## config.mk

```make
export PLATFORM = sky130hd
export DESIGN_NAME = grn_ctrl
export DESIGN_NICKNAME = d
export VERILOG_FILES = /design/src/hdl/grn_pkg.sv /design/src/hdl/grn_ctrl.sv
export SDC_FILE = /design/constraint.sdc
export NUM_CORES = 1
export LEC_CHECK = 0
export BUFFER_PORTS_ARGS = -buffer_cell sky130_fd_sc_hd__buf_2
export CORE_MARGIN = 5
export CORE_UTILIZATION = 59
export CTS_CLUSTER_DIAMETER = 60
export CTS_CLUSTER_SIZE = 10
export DETAILED_ROUTE_END_ITERATION = 7
export PLACE_DENSITY_LB_ADDON = 0.12
export SLEW_MARGIN = 20
export SYNTH_ARGS = -nofsm -noshare
export SYNTH_HDL_FRONTEND = slang
export SYNTH_SLANG_ARGS = --single-unit
```

## constraint.sdc

```tcl
create_clock -name clk_i -period 3.3 [get_ports clk_i]
set_input_delay 0.495 -clock clk_i [delete_from_list [all_inputs] [get_ports clk_i]]
set_output_delay 0.495 -clock clk_i [all_outputs]
set_load 0.005 [all_outputs]
```

## src/hdl/grn_pkg.sv

```systemverilog
package grn_pkg;

  localparam int unsigned MAX_ROW_LENGTH = 8192;
  localparam int unsigned ROW_CAP = (MAX_ROW_LENGTH < 16383) ? MAX_ROW_LENGTH : 16383;
  localparam int unsigned CNT_W = 14;
  localparam int unsigned TAYLOR_TERMS = 24;
  localparam int unsigned SQUARINGS = 5;
  localparam int unsigned FIN_TOP_BIT = 31;
  localparam logic [63:0] ONE62 = 64'h4000_0000_0000_0000;
  localparam logic [19:0] EPS_RESET = 20'd4;

  typedef enum logic {
    OPER_ACCUM = 1'b0,
    OPER_APPLY = 1'b1
  } oper_e;

  typedef enum logic [4:0] {
    S_IDLE,
    S_FIN_INIT,
    S_FIN_SQ,
    S_FIN_MGO,
    S_FIN_MW,
    S_FIN_CMP,
    S_FIN_END,
    S_XW,
    S_NORM,
    S_TAY_MGO,
    S_TAY_MW,
    S_TAY_DGO,
    S_TAY_DW,
    S_TAY_UPD,
    S_SQ_MGO,
    S_SQ_MW,
    S_SQ_UPD,
    S_SIG_DGO,
    S_SIG_DW,
    S_SIL_MGO,
    S_SIL_MW,
    S_SMAG,
    S_OUT_MGO,
    S_OUT_MW,
    S_OUT
  } ctrl_state_e;

  typedef enum logic [3:0] {
    OP_NONE,
    OP_ACC,
    OP_LOAD,
    OP_FIN_INIT,
    OP_FIN_SQ,
    OP_FIN_CMP,
    OP_FIN_END,
    OP_XW,
    OP_NORM,
    OP_TAY_UPD,
    OP_SQ_UPD,
    OP_SMAG,
    OP_OUT
  } dp_op_e;

  typedef enum logic [2:0] {
    MS_FIN,
    MS_TAY,
    MS_SQ,
    MS_SIL,
    MS_FINAL
  } mul_sel_e;

  typedef enum logic {
    DS_TAY,
    DS_SIG
  } div_sel_e;

  typedef struct packed {
    dp_op_e     op;
    logic       mul_start;
    mul_sel_e   mul_sel;
    logic       div_start;
    div_sel_e   div_sel;
    logic [4:0] idx;
  } dp_cmd_t;

  typedef struct packed {
    logic mul_busy;
    logic mul_done;
    logic div_busy;
    logic div_done;
    logic out_free;
  } dp_stat_t;

endpackage

```

## src/hdl/grn_ctrl.sv

```systemverilog
module grn_ctrl
  import grn_pkg::*;
(
  input  logic     clk_i,
  input  logic     rst_ni,
  input  logic     in_valid_i,
  input  logic     in_op_i,
  input  logic     in_last_i,
  output logic     in_ready_o,
  input  dp_stat_t stat_i,
  output dp_cmd_t  cmd_o
);

  ctrl_state_e state_q, state_d;
  logic [4:0]  idx_q, idx_d;

  always_ff @(posedge clk_i or negedge rst_ni) begin
    if (!rst_ni) begin
      state_q <= S_IDLE;
      idx_q   <= '0;
    end else begin
      state_q <= state_d;
      idx_q   <= idx_d;
    end
  end

  // next state
  always_comb begin
    state_d = state_q;
    idx_d   = idx_q;
    unique case (state_q)
      S_IDLE: begin
        if (in_valid_i) begin
          if (in_op_i == OPER_APPLY) begin
            state_d = S_XW;
          end else if (in_last_i) begin
            state_d = S_FIN_INIT;
          end
        end
      end
      S_FIN_INIT: begin
        idx_d   = 5'(FIN_TOP_BIT);
        state_d = S_FIN_SQ;
      end
      S_FIN_SQ:  state_d = S_FIN_MGO;
      S_FIN_MGO: state_d = S_FIN_MW;
      S_FIN_MW:  if (stat_i.mul_done) state_d = S_FIN_CMP;
      S_FIN_CMP: begin
        if (idx_q == '0) begin
          state_d = S_FIN_END;
        end else begin
          idx_d   = idx_q - 5'd1;
          state_d = S_FIN_SQ;
        end
      end
      S_FIN_END: state_d = S_IDLE;
      S_XW:      state_d = S_NORM;
      S_NORM: begin
        idx_d   = 5'd1;
        state_d = S_TAY_MGO;
      end
      S_TAY_MGO: state_d = S_TAY_MW;
      S_TAY_MW:  if (stat_i.mul_done) state_d = S_TAY_DGO;
      S_TAY_DGO: state_d = S_TAY_DW;
      S_TAY_DW:  if (stat_i.div_done) state_d = S_TAY_UPD;
      S_TAY_UPD: begin
        if (idx_q == 5'(TAYLOR_TERMS)) begin
          idx_d   = '0;
          state_d = S_SQ_MGO;
        end else begin
          idx_d   = idx_q + 5'd1;
          state_d = S_TAY_MGO;
        end
      end
      S_SQ_MGO: state_d = S_SQ_MW;
      S_SQ_MW:  if (stat_i.mul_done) state_d = S_SQ_UPD;
      S_SQ_UPD: begin
        if (idx_q == 5'(SQUARINGS - 1)) begin
          state_d = S_SIG_DGO;
        end else begin
          idx_d   = idx_q + 5'd1;
          state_d = S_SQ_MGO;
        end
      end
      S_SIG_DGO: state_d = S_SIG_DW;
      S_SIG_DW:  if (stat_i.div_done) state_d = S_SIL_MGO;
      S_SIL_MGO: state_d = S_SIL_MW;
      S_SIL_MW:  if (stat_i.mul_done) state_d = S_SMAG;
      S_SMAG:    state_d = S_OUT_MGO;
      S_OUT_MGO: state_d = S_OUT_MW;
      S_OUT_MW:  if (stat_i.mul_done) state_d = S_OUT;
      S_OUT:     if (stat_i.out_free) state_d = S_IDLE;
      default:   state_d = S_IDLE;
    endcase
  end

  // outputs
  always_comb begin
    cmd_o      = '{op: OP_NONE, mul_start: 1'b0, mul_sel: MS_FIN, div_start: 1'b0,
                   div_sel: DS_TAY, idx: idx_q};
    in_ready_o = 1'b0;
    unique case (state_q)
      S_IDLE: begin
        in_ready_o = 1'b1;
        if (in_valid_i) begin
          cmd_o.op = (in_op_i == OPER_APPLY) ? OP_LOAD : OP_ACC;
        end
      end
      S_FIN_INIT: cmd_o.op = OP_FIN_INIT;
      S_FIN_SQ:   cmd_o.op = OP_FIN_SQ;
      S_FIN_MGO: begin
        cmd_o.mul_start = 1'b1;
        cmd_o.mul_sel   = MS_FIN;
      end
      S_FIN_CMP: cmd_o.op = OP_FIN_CMP;
      S_FIN_END: cmd_o.op = OP_FIN_END;
      S_XW:      cmd_o.op = OP_XW;
      S_NORM:    cmd_o.op = OP_NORM;
      S_TAY_MGO: begin
        cmd_o.mul_start = 1'b1;
        cmd_o.mul_sel   = MS_TAY;
      end
      S_TAY_DGO: begin
        cmd_o.div_start = 1'b1;
        cmd_o.div_sel   = DS_TAY;
      end
      S_TAY_UPD: cmd_o.op = OP_TAY_UPD;
      S_SQ_MGO: begin
        cmd_o.mul_start = 1'b1;
        cmd_o.mul_sel   = MS_SQ;
      end
      S_SQ_UPD: cmd_o.op = OP_SQ_UPD;
      S_SIG_DGO: begin
        cmd_o.div_start = 1'b1;
        cmd_o.div_sel   = DS_SIG;
      end
      S_SIL_MGO: begin
        cmd_o.mul_start = 1'b1;
        cmd_o.mul_sel   = MS_SIL;
      end
      S_SMAG: cmd_o.op = OP_SMAG;
      S_OUT_MGO: begin
        cmd_o.mul_start = 1'b1;
        cmd_o.mul_sel   = MS_FINAL;
      end
      S_OUT: if (stat_i.out_free) cmd_o.op = OP_OUT;
      default: ;
    endcase
  end

endmodule

```

==> impl_metrics.json <==
{
  "status": "complete, no violations",
  "maxCapViolations": 0,
  "drt-wirelength-per-cell_um": 15.13,
  "grt_pass1_vias": 1260,
  "clock_latency_ps": 270,
  "drv_slew": 0,
  "r2r_start": "state_q[4]",
  "yosys_most_used_dff": "dfrtp_1",
  "p_per_area_nw_per_um2": 1007,
  "cts_buffers": 3,
  "antenna_left": 0,
  "synth_edf_count": 0,
  "dp_hpwl_mm": 2.444,
  "vias_per_cell": 6.417,
  "clk_pin_slew_worst_paths_ps": 70,
  "design_area_um2": 1414,
  "grt_pass1_wl_mm": 5.644,
  "synth_top_family_by_area": "simple AND/OR/NAND/NOR gates",
  "crit_required_ps": 2800,
  "synth_cell_types": 52,
  "synth.avg_cell_area_um2": 7.378,
  "syn-num-nets": 186,
  "finalSetupTns_ps": 0,
  "final_common_cell": "buf_2",
  "dieArea_um2": 3209,
  "cp-start-kind": "flop",
  "slew_headroom_pct": 50.59,
  "start_util_pct": 63.49,
  "fmax_mhz": 386.5,
  "async_flop_share_pct": 100.0,
  "r2r_slack_ps": 810,
  "netlist_area_um2": 1284,
  "drcViolationCount": 0,
  "fp.coreArea_um2": 2022,
  "postPlaceCellArea_um2": 1378,
  "yosysWarningCount": 0,
  "pin_count": 26,
  "yosys.area_share.adder_pct": 2.729,
  "wirelength_mm": 3.267,
  "final_cell_mix": "23 x buf_2, 19 x nor2_1, 18 x nand2_1, 16 x a21oi_1, 10 x dfrtp_1",
  "synth-seq-area-share_pct": 19.49,
  "rsz0062_at_grt": "no",
  "path_delay_family": "flip-flops",
  "worstSetupEndpointType": "output port",
  "clock_sinks": 10,
  "finalHoldViolCount": 0,
  "drt_iter0_drc": 69,
  "synth-seq-cells": 10,
  "rows": 16,
  "grt_max_degree": 24,
  "die_y_um": 56.65,
  "cts-root-buf": "clkbuf_4",
  "num_vias": 1386,
  "hold_path_class": "input pin to async pin",
  "io_buffers": 23,
  "drive_above_1_share_pct": 23.81,
  "synthMuxAreaShare_pct": 7.407,
  "critPathMaxFanout": 22,
  "slowest_stage": "dfrtp_1",
  "h-tree-depth": 1,
  "synth_compound_area_share_pct": 28.85,
  "fin_nets": 202,
  "antennaDiodeCount": 0,
  "critical_path.max_stage_delay_ps": 820,
  "ir_drop_uv": 697.8,
  "syn_to_final_growth_pct": 10.14,
  "multiInputGateArea_um2": 940.9,
  "grt_use_total_pct": 21.56,
  "finalCriticalPeriod_ps": 2588,
  "post-route-period-util_pct": 78.41,
  "worst-path-buf-inv": 2,
  "cts_hold_buffers": 0,
  "ctsResizeCount": 0,
  "cts_buffer_depth": 2,
  "die_x_um": 56.65,
  "finalSetupViolCount": 0,
  "firstDrtPassIters": 6,
  "arrival_ps": 2090,
  "synthCells": 174,
  "fin_skew_ps": 6.254,
  "fillCellCount": 183,
  "p_leak_nw": 0.6157,
  "grt-ovfl-total": 0,
  "tritoncts": "yes",
  "crit_type": "flop to output port",
  "tightestPinTransition_ps": 741.2,
  "r2r-end": "idx_q[1]",
  "crit_chain": "inv_2 -> nor2_1 -> a21oi_1 -> o22ai_1 -> a32o_1 -> buf_2",
  "reg2reg_depth": 5,
  "antenna_found_initial": 0,
  "gp_congestion": 0.9086,
  "register_area_um2": 250.2,
  "synth_xor_area_share_pct": 2.047,
  "synthSimpleGateAreaFrac_pct": 32.26,
  "post_cts_buffers": 0
}
==> state kept, by name, indices dropped and copies added, names as in the netlist <==
name and flops:
state_q 5, idx_q 5
==> worst register-to-register path: stages (launching register included) <==
cell and delay (ps):
dfrtp_1 820, or3b_1 490, nand2b_4 200, o21ai_2 230, a2bb2oi_2 270, mux2_1 350
==> cells by family (layout without fill, tap and decap cells) <==
logic type | after synthesis | in the layout
compound gates | 53 | 53
xor+xnor | 3 | 3
fa+ha+maj | 3 | 3
buf+inv | 21 | 36
flops | 10 | 10
mux | 9 | 9
simple gates | 75 | 75
==> how the worst max path moves through the flow <==
| stage | end | start | slack (ps) | depth (start not counted) |
|---|---|---|---|---|
| 2_1_floorplan | cmd_o[12] | state_q[1] | 1360 | 5 |
| 3_3_place_gp | idx_q[1] | state_q[4] | 910 | 5 |
| 3_5_place_dp | idx_q[1] | state_q[4] | 850 | 5 |
| 4_1_cts | cmd_o[12] | state_q[0] | 740 | 6 |
| 5_1_grt | cmd_o[12] | state_q[0] | 560 | 6 |
| 6_report | cmd_o[12] | state_q[0] | 710 | 6 |
==> per-stage QoR <==
step | hold slack (ps) | power, mW | std cells | utilization, % | worst slack [ps]
3_3_place_gp | 355.9 | 1.268 | 212 | 68.13 | 908.9
2_1_floorplan | 199.4 | 1.076 | 174 | - | 1360
5_1_grt | 70.82 | 1.558 | 216 | 69.93 | 561.3
3_5_place_dp | 367.7 | 1.302 | 212 | 68.13 | 852.1
6_report | 72.69 | 1.424 | 216 | 69.93 | 712.5
4_1_cts | 69.27 | 1.417 | 216 | 69.93 | 739.8
==> metal layers <==
| metal | vias to the layer above | global-route usage (%) | wire (µm) |
|---|---|---|---|
| li1 | 676 | - | - |
| met1 | 648 | 29.85 | 1498 |
| met2 | 57 | 33.17 | 1495 |
| met3 | 5 | 3.670 | 237 |
| met4 | 0 | 8.136 | 35 |
| met5 | - | 0 | 0 |
==> synthesized netlist by cell type, types with 3 or more instances <==
cell type / number / area share, %
mux2i_1: 5 / 3.9
clkbuf_1: 6 / 1.8
o21ai_0: 7 / 2.7
dfrtp_1: 10 / 19
nor3_1: 7 / 2.7
nand2b_1: 5 / 2.4
and2_1: 3 / 1.5
o21ai_1: 4 / 1.6
inv_2: 3 / 0.88
inv_1: 5 / 1.5
a21oi_1: 16 / 6.2
o22ai_1: 4 / 1.9
buf_2: 5 / 1.9
nand3b_1: 3 / 1.8
mux2_2: 3 / 2.6
nand3_1: 5 / 1.9
nand2_1: 18 / 5.3
nor2_1: 19 / 5.6
==> layout make-up <==
cell class,count,area share [%]
multi-input cells,143,66.55
flip-flops and latches,10,17.70
repair buffers,24,8.673
clock buffers,4,2.566
well taps,27,2.389
inverters,8,2.124
==> power by group <==
group          leakage (nW)  total, mW  switching, mW  internal [mW]
Clock                0.0210      0.109         0.0419         0.0670
Combinational         0.478      0.937          0.504          0.434
Sequential            0.116      0.378          0.202          0.176
Total                 0.616       1.42          0.748          0.676
Power figures use the tool's default switching activity.
